### src/hw/rtl/gbfp_pkg.sv
// Package for the binary frame parser: parse phases, state and result structs.
// No dependencies; used by gbfp_step and gnss_binary_frame_parser_unit.
package gbfp_pkg;

  localparam int unsigned CfgIdxWidth = 2;
  localparam int unsigned CfgDataWidth = 16;

  typedef enum logic [CfgIdxWidth-1:0] {
    REG_SYNC_FIRST    = 2'd0,
    REG_SYNC_SECOND   = 2'd1,
    REG_PAYLOAD_LIMIT = 2'd2
  } cfg_reg_e;

  localparam logic [7:0]  SyncFirstReset    = 8'd181;
  localparam logic [7:0]  SyncSecondReset   = 8'd98;
  localparam logic [15:0] PayloadLimitReset = 16'd256;

  typedef enum logic [8:0] {
    PH_SYNC1   = 9'b000000001,
    PH_SYNC2   = 9'b000000010,
    PH_CLASS   = 9'b000000100,
    PH_ID      = 9'b000001000,
    PH_LEN_LO  = 9'b000010000,
    PH_LEN_HI  = 9'b000100000,
    PH_PAYLOAD = 9'b001000000,
    PH_CHECK_A = 9'b010000000,
    PH_CHECK_B = 9'b100000000
  } phase_e;

  typedef struct packed {
    logic [7:0]  sync_first;
    logic [7:0]  sync_second;
    logic [15:0] payload_limit;
  } cfg_t;

  typedef struct packed {
    phase_e      phase;
    logic [7:0]  check_a;
    logic [7:0]  check_b;
    logic [7:0]  frame_class;
    logic [7:0]  frame_id;
    logic [15:0] frame_length;
    logic [15:0] byte_position;
  } parse_state_t;

  typedef struct packed {
    logic        frame_ok;
    logic [7:0]  msg_class;
    logic [7:0]  msg_id;
    logic [15:0] payload_length;
    logic        payload_valid;
    logic [15:0] payload_index;
    logic [7:0]  payload_byte;
  } result_t;

endpackage

### src/hw/rtl/gbfp_step.sv
// Combinational update of the frame parser for one received word.
// Depends on gbfp_pkg for the phase, state, config and result types.
module gbfp_step (
  input  gbfp_pkg::parse_state_t state_i,
  input  gbfp_pkg::cfg_t         cfg_i,
  input  logic [7:0]             rx_byte_i,
  output gbfp_pkg::parse_state_t state_o,
  output gbfp_pkg::result_t      result_o
);
  import gbfp_pkg::*;

  logic [7:0]  sum_a;
  logic [7:0]  sum_b;
  logic [15:0] len_full;
  logic [15:0] pos_next;

  // Fletcher-8 running sums with this word folded in
  assign sum_a    = state_i.check_a + rx_byte_i;
  assign sum_b    = state_i.check_b + sum_a;
  assign len_full = state_i.frame_length | {rx_byte_i, 8'h00};
  assign pos_next = state_i.byte_position + 16'd1;

  always_comb begin
    parse_state_t nxt;
    logic         ok;
    logic         pvalid;
    nxt    = state_i;
    ok     = 1'b0;
    pvalid = 1'b0;
    unique case (state_i.phase)
      PH_SYNC2: begin
        nxt.phase   = (rx_byte_i == cfg_i.sync_second) ? PH_CLASS : PH_SYNC1;
        nxt.check_a = 8'h00;
        nxt.check_b = 8'h00;
      end
      PH_CLASS: begin
        nxt.frame_class = rx_byte_i;
        nxt.check_a     = sum_a;
        nxt.check_b     = sum_b;
        nxt.phase       = PH_ID;
      end
      PH_ID: begin
        nxt.frame_id = rx_byte_i;
        nxt.check_a  = sum_a;
        nxt.check_b  = sum_b;
        nxt.phase    = PH_LEN_LO;
      end
      PH_LEN_LO: begin
        nxt.frame_length = {8'h00, rx_byte_i};
        nxt.check_a      = sum_a;
        nxt.check_b      = sum_b;
        nxt.phase        = PH_LEN_HI;
      end
      PH_LEN_HI: begin
        nxt.frame_length  = len_full;
        nxt.check_a       = sum_a;
        nxt.check_b       = sum_b;
        nxt.byte_position = 16'd0;
        if (len_full > cfg_i.payload_limit) begin
          nxt.phase = PH_SYNC1;
        end else if (len_full != 16'd0) begin
          nxt.phase = PH_PAYLOAD;
        end else begin
          nxt.phase = PH_CHECK_A;
        end
      end
      PH_PAYLOAD: begin
        pvalid            = 1'b1;
        nxt.check_a       = sum_a;
        nxt.check_b       = sum_b;
        nxt.byte_position = pos_next;
        if (pos_next >= state_i.frame_length) begin
          nxt.phase = PH_CHECK_A;
        end
      end
      PH_CHECK_A: begin
        nxt.phase = (rx_byte_i == state_i.check_a) ? PH_CHECK_B : PH_SYNC1;
      end
      PH_CHECK_B: begin
        nxt.phase = PH_SYNC1;
        ok        = (rx_byte_i == state_i.check_b);
      end
      default: begin
        nxt.phase = (rx_byte_i == cfg_i.sync_first) ? PH_SYNC2 : PH_SYNC1;
      end
    endcase

    state_o                 = nxt;
    result_o.frame_ok       = ok;
    result_o.msg_class      = nxt.frame_class;
    result_o.msg_id         = nxt.frame_id;
    result_o.payload_length = nxt.frame_length;
    result_o.payload_valid  = pvalid;
    result_o.payload_index  = pvalid ? state_i.byte_position : 16'd0;
    result_o.payload_byte   = pvalid ? rx_byte_i : 8'h00;
  end

endmodule

### src/hw/rtl/gnss_binary_frame_parser_unit.sv
// Binary frame parser with Fletcher-8 check: top level with handshake,
// configuration registers and output register. Depends on gbfp_pkg, gbfp_step.
//
// Usage:
//   Input channel (in_valid_i/in_ready_o, rx_byte_i) takes one stream word
//   per accepted handshake. Each accepted word yields exactly one result word
//   on the output channel (out_valid_o/out_ready_i): frame_ok, the header
//   fields of the current frame, and the payload byte with its index when the
//   word was payload.
//   The result is registered and appears the cycle after acceptance.
//   Throughput is one word per cycle while the receiver takes results; the parser state and the result
//   register update in a single pass through gbfp_step.
//   When the receiver stalls, the result is held in the output register and
//   in_ready_o drops until it is taken; a word is accepted in the same cycle
//   the held result leaves.
//   Configuration (cfg_we_i/cfg_idx_i/cfg_data_i) writes sync_first,
//   sync_second and payload_limit; write only while the block is idle.
//   Index 3 is ignored.
//   Reset clears the parser to sync hunting with zero sums and header
//   fields, loads the default registers, and empties the output register.
module gnss_binary_frame_parser_unit (
  input  logic                              clk_i,
  input  logic                              rst_ni,
  input  logic                              cfg_we_i,
  input  logic [gbfp_pkg::CfgIdxWidth-1:0]  cfg_idx_i,
  input  logic [gbfp_pkg::CfgDataWidth-1:0] cfg_data_i,
  input  logic                              in_valid_i,
  output logic                              in_ready_o,
  input  logic [7:0]                        rx_byte_i,
  output logic                              out_valid_o,
  input  logic                              out_ready_i,
  output logic                              frame_ok_o,
  output logic [7:0]                        msg_class_o,
  output logic [7:0]                        msg_id_o,
  output logic [15:0]                       payload_length_o,
  output logic                              payload_valid_o,
  output logic [15:0]                       payload_index_o,
  output logic [7:0]                        payload_byte_o
);
  import gbfp_pkg::*;

  cfg_t         cfg_q;
  parse_state_t state_q;
  parse_state_t state_d;
  result_t      result_d;
  result_t      result_q;
  logic         out_valid_q;
  logic         accept;

  assign in_ready_o = !out_valid_q || out_ready_i;
  assign accept     = in_valid_i && in_ready_o;

  always_ff @(posedge clk_i or negedge rst_ni) begin
    if (!rst_ni) begin
      cfg_q.sync_first    <= SyncFirstReset;
      cfg_q.sync_second   <= SyncSecondReset;
      cfg_q.payload_limit <= PayloadLimitReset;
    end else if (cfg_we_i) begin
      unique case (cfg_idx_i)
        REG_SYNC_FIRST:    cfg_q.sync_first    <= cfg_data_i[7:0];
        REG_SYNC_SECOND:   cfg_q.sync_second   <= cfg_data_i[7:0];
        REG_PAYLOAD_LIMIT: cfg_q.payload_limit <= cfg_data_i;
        default: ;
      endcase
    end
  end

  gbfp_step u_step (
    .state_i   (state_q),
    .cfg_i     (cfg_q),
    .rx_byte_i (rx_byte_i),
    .state_o   (state_d),
    .result_o  (result_d)
  );

  always_ff @(posedge clk_i or negedge rst_ni) begin
    if (!rst_ni) begin
      state_q.phase         <= PH_SYNC1;
      state_q.check_a       <= 8'h00;
      state_q.check_b       <= 8'h00;
      state_q.frame_class   <= 8'h00;
      state_q.frame_id      <= 8'h00;
      state_q.frame_length  <= 16'h0000;
      state_q.byte_position <= 16'h0000;
    end else if (accept) begin
      state_q <= state_d;
    end
  end

  always_ff @(posedge clk_i or negedge rst_ni) begin
    if (!rst_ni) begin
      out_valid_q <= 1'b0;
    end else if (accept) begin
      out_valid_q <= 1'b1;
    end else if (out_ready_i) begin
      out_valid_q <= 1'b0;
    end
  end

  // whole result word, no reset; hold while the receiver stalls
  always_ff @(posedge clk_i) begin
    if (accept) begin
      result_q <= result_d;
    end
  end

  assign out_valid_o      = out_valid_q;
  assign frame_ok_o       = result_q.frame_ok;
  assign msg_class_o      = result_q.msg_class;
  assign msg_id_o         = result_q.msg_id;
  assign payload_length_o = result_q.payload_length;
  assign payload_valid_o  = result_q.payload_valid;
  assign payload_index_o  = result_q.payload_index;
  assign payload_byte_o   = result_q.payload_byte;

endmodule

### config.mk
export PLATFORM = sky130hd
export DESIGN_NAME = gnss_binary_frame_parser_unit
export DESIGN_NICKNAME = d
export VERILOG_FILES = /design/src/hw/rtl/gbfp_pkg.sv /design/src/hw/rtl/gbfp_step.sv /design/src/hw/rtl/gnss_binary_frame_parser_unit.sv
export SDC_FILE = /design/constraint.sdc
export NUM_CORES = 1
export LEC_CHECK = 0
export BUFFER_PORTS_ARGS = -buffer_cell sky130_fd_sc_hd__buf_2
export CAP_MARGIN = 20
export CORE_MARGIN = 5
export CORE_UTILIZATION = 50
export CTS_CLUSTER_SIZE = 28
export DETAILED_ROUTE_END_ITERATION = 10
export PLACE_DENSITY = 0.8
export SLEW_MARGIN = 20
export SYNTH_ARGS = -nofsm -noshare
export SYNTH_HDL_FRONTEND = slang
export SYNTH_SLANG_ARGS = --single-unit
### constraint.sdc
create_clock -name clk_i -period 3.13 [get_ports clk_i]
set_clock_uncertainty 0.05 [all_clocks]
set_input_delay 0.626 -clock clk_i [delete_from_list [all_inputs] [get_ports clk_i]]
set_output_delay 0.626 -clock clk_i [all_outputs]
set_load 0.02 [all_outputs]
==> impl_metrics.py, run 1 <==
metrics = {
    "sta": {
        "hold_viol_final": 0,
        "setup_violations": 0,
        "finalCritPeriodShare": 0.954,
        "drv_slew": 0,
        "fmax_mhz": 335,
        "fin_hold_ws_ns": 0.154,
        "slew-limit-headroom": 0.503,
        "min_period_ns": 2.99,
        "tightest_slew_ns": 0.743,
        "setup_slack_ns": 0.144,
    },
    "synth": {
        "syn_area_um2": 8450,
        "synth_seq_cells": 164,
        "synth-edff-count": 58,
        "ys.flop_type": "dfrtp_1",
        "async_flop_share": 0.646,
        "netlist_instances": 713,
        "synth_top_area_frac": 0.284,
        "syn_avg_cell_area_um2": 11.9,
        "synth_top_area_cell": "dfrtp_1",
        "syn-num-nets": 793,
        "synth-seq-area-share": 0.522,
        "synth.area.top_cells": "dfrtp_1 28%, edfxtp_1 21%, mux2_2 10%",
        "netlist-cell-type-count": 66,
        "yosysWarnings": 0,
    },
    "cts": {
        "hold_buffers": 0,
        "cts.clk_slew.worst_paths_ns": 0.06,
        "cts_sinks": 164,
        "cts_tree": "yes",
        "post_cts_buffers": 0,
        "cts-htree-levels": 4,
        "cts.repair.resized": 0,
        "clock_path_buffers": 2,
        "root_buffer": "clkbuf_16",
        "insertion_delay_ns": 0.43,
        "cts_made_buffers": 17,
    },
    "critical_path": {
        "reg2reg_slack_ns": 0.14,
        "cp_top_family": "simple AND/OR/NAND/NOR gates",
        "cpMostUsedCell": "and3_4",
        "path_cells": "and4_1, and3_4, and3_4, and3_2, nand3_1, xnor2_1, ha_1, nand4_1, nor2_1, and4bb_1, a21oi_4, mux2_2",
        "cp_max_fo": 7,
        "crit_start": "state_q[5]",
        "worstPathRequired_ns": 3.39,
        "path_buf_inv": 0,
        "cp-endpoint": "state_q[65]",
        "cp.depth": 12,
        "critPathSlowestCell": "mux2_2",
        "end_kind": "flop",
        "reg2reg_to": "state_q[65]",
        "cp.arrival_ns": 3.25,
        "worstSetupPathType": "reg2reg",
        "r2r_start": "state_q[5]",
        "cpPeakStageDelay_ns": 0.37,
        "start_kind": "flop",
        "reg2reg_depth": 12,
    },
    "die": {
        "ioPinCount": 91,
        "die_area_um2": 19600,
        "start_util": 0.510,
        "num_rows": 47,
        "die_h_um": 140,
        "dieWidth_um": 140,
        "coreArea_um2": 16600,
    },
    "route": {
        "drt-initial-drc-count": 396,
        "drc": 0,
        "detail_route.wirelength_um": 19200,
        "route.vias.total": 5939,
        "dr.pass1.iters": 5,
        "wire_per_inst_um": 18.0,
        "postRouteAntennaNets": 0,
        "post_drt_via_cell_ratio": 5.56,
    },
    "power": {
        "p_per_area_nw_per_um2": 583,
        "combPwrFrac": 0.209,
        "internal-power_mw": 4.11,
        "p_switching_mw": 1.69,
        "clock_power_share": 0.341,
        "p_leak_nw": 4.63,
        "seqPwrFrac": 0.451,
        "switching_share": 0.291,
        "ir_drop_uv": 408,
    },
    "placed_design": {
        "preCtsSetupSlack_ns": -0.0918,
        "io_buffers": 90,
        "routabilityCongestion": 0.888,
        "dp.final_hpwl_um": 13900,
    },
    "cells_and_area": {
        "layout-drive-gt1-share": 0.311,
        "nets": 915,
        "n_antenna_cell": 0,
        "area_delta_synth_final_pct": 17.7,
    },
    "global_route": {
        "grt_max_degree": 56,
        "first_global_vias": 6108,
        "grtUsageTotal": 0.201,
        "grt_overflow": 0,
        "antenna_found_initial": 1,
        "grt_pass1_wl_um": 31300,
    },
    "worst_hold_path": {
        "hold_path_class": "in2async",
    },
    "run_status": {
        "outcome": "completed",
    },
    "run": {
        "maxCapViolations": 0,
    },
}
==> flip-flops by register name, summed over array words and instances, names as in the netlist <==
register / count
frame_ok_o: 1
payload_length_o: 16
msg_class_o: 8
payload_valid_o: 1
payload_byte_o: 8
state_q: 73
payload_index_o: 16
cfg_q: 32
msg_id_o: 8
out_valid_o: 1
==> cell usage after synthesis, types with 3 or more instances <==
library cell,count
dfstp_2,10
nor3_1,7
xnor2_1,28
o21ai_1,7
nor2_1,30
nand3b_1,4
buf_2,3
nand3_1,11
and2_1,28
nand2b_1,4
dfrtp_1,96
mux2_2,76
nand4_1,10
xor2_1,26
nor4_1,5
clkbuf_1,18
nand2_1,47
o21ai_0,39
a21o_1,9
and4_1,4
o21a_1,3
and3_1,8
a22o_1,23
a21oi_1,16
inv_1,46
ha_1,47
o22ai_1,3
edfxtp_1,58
==> area by class of cell <==
type,instances,area [µm²]
clock buffers,17,425
clock inverters,15,130
fillers,1349,6640
inverters,46,174
multi-input cells,477,3760
flip-flops and latches,164,4410
well taps,220,275
repair buffers,129,771
==> layer usage <==
layer | part of all wire | wire (µm) | vias to the layer above | track usage
li1 | - | - | 2796 | -
met1 | 0.42 | 8160 | 2917 | 0.256
met2 | 0.49 | 9470 | 185 | 0.336
met3 | 0.056 | 1080 | 39 | 0.0446
met4 | 0.025 | 474 | 2 | 0.0755
met5 | 0.00073 | 14 | - | 0
==> logic make-up after synthesis <==
logic type	Yosys count	share of synthesized area
AOI/OAI and AO/OA	116	0.0911
xor gates and xnor gates	54	0.0560
adders and majority gates	49	0.0743
buffers and inverters	72	0.0344
DFF	164	0.522
muxes	79	0.105
and+or+nand+nor	179	0.118
==> worst reg2reg max path, cell delays in order, from the launching register on <==
cell and delay [ns]:
dfrtp_1 0.36, and4_1 0.23, and3_4 0.20, and3_4 0.18, and3_2 0.23, nand3_1 0.10, xnor2_1 0.16, ha_1 0.30
nand4_1 0.11, nor2_1 0.10, and4bb_1 0.22, a21oi_4 0.26, mux2_2 0.37
==> metrics by stage <==
step / cell area [µm²] / setup TNS [ns] / util / cells / power (mW)
finish: 9940 / 0 / 0.600 / 1068 / 5.80
global route: 9940 / -0.0181 / 0.600 / 1068 / 6.10
CTS: 9930 / 0 / 0.599 / 1068 / 5.84
detailed placement: 9380 / -0.0918 / 0.566 / 1036 / 3.85
global placement: 9380 / -0.0179 / 0.566 / 1036 / 3.80
floorplan: 8450 / 0 / - / 713 / 3.44
==> power by group through the flow <==
stage	sequential, mW	clock (mW)	combinational, mW
5_1_grt	2.64	2.10	1.36
3_3_place_gp	2.64	0	1.16
3_5_place_dp	2.65	0	1.21
2_1_floorplan	2.67	0	0.769
4_1_cts	2.61	2.01	1.22
6_report	2.61	1.98	1.21
==> placed cells by master (no fill, tap or decap), drive strengths merged, types with 3 or more instances in the layout <==
| master | synthesis | final |
|---|---|---|
| o21ai | 46 | 46 |
| nor3 | 8 | 8 |
| clkinv | 0 | 10 |
| ha | 47 | 47 |
| a22o | 23 | 23 |
| nand2 | 49 | 49 |
| nand3b | 4 | 4 |
| xor2 | 26 | 26 |
| and2 | 28 | 28 |
| o22ai | 3 | 3 |
| a21oi | 18 | 18 |
| o21a | 3 | 3 |
| inv | 46 | 50 |
| nor4 | 6 | 6 |
| xnor2 | 28 | 28 |
| a21o | 9 | 9 |
| and4 | 4 | 4 |
| mux2 | 77 | 77 |
| and3 | 9 | 9 |
| edfxtp | 58 | 58 |
| dfstp | 10 | 10 |
| nand4 | 10 | 10 |
| dfrtp | 96 | 96 |
| clkbuf | 19 | 17 |
| nor2 | 31 | 31 |
| buf | 7 | 129 |
| nand2b | 4 | 4 |
| nand3 | 13 | 13 |
==> how the worst min path moves through the flow <==
| stage | endpoint | slack [ns] |
|---|---|---|
| global placement | state_q[41] | 0.43 |
| global route | state_q[36] | 0.20 |
| finish | state_q[36] | 0.15 |
| detailed placement | state_q[42] | 0.44 |
| CTS | state_q[36] | 0.17 |
| floorplan | cfg_q[0] | 0.28 |
Power figures use the tool's default switching activity.
==> run 2, diff against run 1 <==
--- a/config.mk
+++ b/config.mk
@@ -5,13 +5,13 @@
 export SDC_FILE = /design/constraint.sdc
 export NUM_CORES = 1
 export LEC_CHECK = 0
-export BUFFER_PORTS_ARGS = -buffer_cell sky130_fd_sc_hd__buf_2
 export CAP_MARGIN = 20
 export CORE_MARGIN = 5
 export CORE_UTILIZATION = 50
 export CTS_CLUSTER_SIZE = 28
 export DETAILED_ROUTE_END_ITERATION = 10
-export PLACE_DENSITY = 0.8
+export DONT_BUFFER_PORTS = 1
+export PLACE_DENSITY = 0.76
 export SLEW_MARGIN = 20
 export SYNTH_ARGS = -nofsm -noshare
 export SYNTH_HDL_FRONTEND = slang
==> run 2 against run 1 <==
  * Setup slack got worse by 0.049 ns
  * Largest cell class unchanged
  * Hold slack got worse by 0.11 ns
  * Sequential power rose by 3%
  * Sequential cell count did not move
  * Wire length rose by 1.6%
  * Critical path depth increased by 2
  * Sequential share of layout area is 1.8 points higher
  * Cell count decreased by 9.6%
==> impl_metrics.py, run 2 (synthesis results as in run 1) <==
metrics = {
    "run_status": {
        "outcome": "completed",
    },
    "cells_and_area": {
        "top_register": "state_q",
        "final_cell_mix": "94 x dfrtp_1, 74 x mux2_2, 58 x edfxtp_1",
        "multiInputGateArea_um2": 3840,
        "largest_reg_flops": 73,
        "n_antenna_cell": 0,
        "seqCellArea_um2": 4410,
        "final_common_cell": "dfrtp_1",
        "final_cell_count_no_fill": 966,
        "fillers": 1335,
        "layout-drive-gt1-share": 0.227,
        "area_delta_synth_final_pct": 13.1,
        "nets": 813,
        "reg.largest.list": "state_q (73), cfg_q (32)",
    },
    "die": {
        "dieWidth_um": 140,
        "num_rows": 47,
        "coreArea_um2": 16600,
        "die_h_um": 140,
        "die_area_um2": 19600,
        "ioPinCount": 91,
        "start_util": 0.510,
    },
    "global_route": {
        "grtUsageTotal": 0.205,
        "grt_pass1_wl_um": 31600,
        "grtUsageMet2": 0.330,
        "first_global_vias": 5857,
        "grtUsageMet3": 0.0607,
        "busiest_layer": "met2",
        "grt_max_degree": 104,
        "antenna_found_initial": 0,
        "grt_overflow": 0,
        "met1_usage": 0.261,
    },
    "run": {
        "maxCapViolations": 0,
    },
    "cts": {
        "cts.clk_slew.worst_paths_ns": 0.06,
        "cts-htree-levels": 4,
        "insertion_delay_ns": 0.44,
        "cts_sinks": 164,
        "cts_made_buffers": 17,
        "clock_path_buffers": 2,
        "cts_tree": "yes",
        "root_buffer": "clkbuf_16",
    },
    "sta": {
        "setup_violations": 0,
        "finalCritPeriodShare": 0.970,
        "tightest_slew_ns": 0.832,
        "min_period_ns": 3.03,
        "rsz0062_at_grt": "yes",
        "slew-limit-headroom": 0.445,
        "drv_slew": 0,
        "fmax_mhz": 329,
        "hold_viol_final": 0,
        "setup_slack_ns": 0.0951,
    },
    "critical_path": {
        "critPathSlowestCell": "dfrtp_1",
        "cpMostUsedCell": "a21o_1",
        "worstSetupPathType": "reg2reg",
        "end_kind": "flop",
        "worstPathRequired_ns": 3.40,
        "cp.arrival_ns": 3.30,
        "start_kind": "flop",
        "path_cells": "and4_1, and3_4, and4_4, xor2_4, ha_4, a21o_1, a21o_1, a21oi_2, nor2_1, and4bb_1, a21oi_4, buf_2, buf_4, o32a_1",
        "cpPeakStageDelay_ns": 0.39,
        "cp_max_fo": 4,
    },
    "route": {
        "dr.pass1.iters": 5,
        "post_drt_via_cell_ratio": 5.85,
        "route.vias.total": 5653,
        "detail_route.wirelength_um": 19500,
        "drt-initial-drc-count": 449,
        "wire_per_inst_um": 20.2,
        "postRouteAntennaNets": 0,
        "drc": 0,
    },
    "placed_design": {
        "routabilityCongestion": 0.854,
        "dp.final_hpwl_um": 13300,
        "place_inst": 925,
        "preCtsSetupSlack_ns": -0.0629,
        "io_buffers": 0,
    },
    "power": {
        "switching_share": 0.276,
        "power_mw": 5.93,
        "internal-power_mw": 4.29,
        "p_per_area_nw_per_um2": 620,
        "p_leak_nw": 4.23,
        "combPwrFrac": 0.175,
        "clock_power_share": 0.370,
        "p_switching_mw": 1.63,
        "seqPwrFrac": 0.454,
        "ir_drop_uv": 390,
    },
    "worst_hold_path": {
        "hold_path_class": "in2async",
    },
}
[run 2: changes by cell type in the layout (fill, tap and decap cells not counted), sizes merged]
cell and change:
buf -103, clkinvlp +2, bufinv +3, clkbuf +2
dlygate4sd3 +1, clkinv -5, inv -2
[run 2: through the flow]
step | hold WS, ns | TNS [ns] | util | cell area (µm²)
after global routing | 0.102 | -0.265 | 0.576 | 9560
after CTS | 0.0942 | 0 | 0.568 | 9410
after detailed placement | 0.284 | -0.0629 | 0.528 | 8760
after floorplan | 0.280 | 0 | - | 8450
final | 0.0454 | 0 | 0.576 | 9560
after global placement | 0.286 | 0 | 0.528 | 8760
[run 2: critical path, delay by kind of cell (launching register included)]
family	cells	cell delay, ns
XOR/XNOR	1	0.19
buffers and inverters	2	0.30
AO/OA/AOI/OAI	5	0.74
AND/OR/NAND/NOR	5	1.04
adder cells (fa/ha/maj)	1	0.23
flip-flops	1	0.39
[run 2: final cells by class]
type                            count  area share
Multi-Input combinational cell    477       0.402
Clock inverter                     13      0.0189
Timing Repair Buffer               27      0.0250
Clock buffer                       19      0.0453
Inverter                           46      0.0182
Tap cell                          220      0.0288
Sequential cell                   164       0.461
[run 2: power by group through the flow]
stage | clock network [mW] | logic [mW] | registers, mW
after floorplan | 0 | 0.769 | 2.67
after global placement | 0 | 0.916 | 2.72
after detailed placement | 0 | 0.962 | 2.73
after CTS | 2.24 | 1.01 | 2.69
after global routing | 2.32 | 1.18 | 2.72
final | 2.19 | 1.04 | 2.69
[run 2: worst paths after layout]
check / startpoint / to / slack (ns) / cells past startpoint
worst max-delay path: state_q[5] / state_q[71] / 0.1 / 14
worst min-delay path: rst_ni / state_q[62] / 0.05 / 1
worst max register to register: state_q[5] / state_q[71] / 0.1 / 14
worst min register to register: state_q[45] / state_q[45] / 0.46 / 1
max in group asynchronous: rst_ni / cfg_q[8] / 2.22 / 1
min in group clk_i: in_valid_i / out_valid_o / 0.25 / 1
[run 2: timing repair]
action,CTS,global route
hold buffers,2,0
setup buffers,0,7
endpoints found under the hold margin,103,0
gates resized for setup,1,20
pin swaps,1,10
endpoints found under the setup margin,2,7
[run 2: layer usage]
| layer | routed length, µm | up-vias |
|---|---|---|
| met5 | 0 | - |
| met4 | 592 | 0 |
| met3 | 1100 | 53 |
| met2 | 9550 | 180 |
| met1 | 8270 | 2832 |
| li1 | - | 2588 |
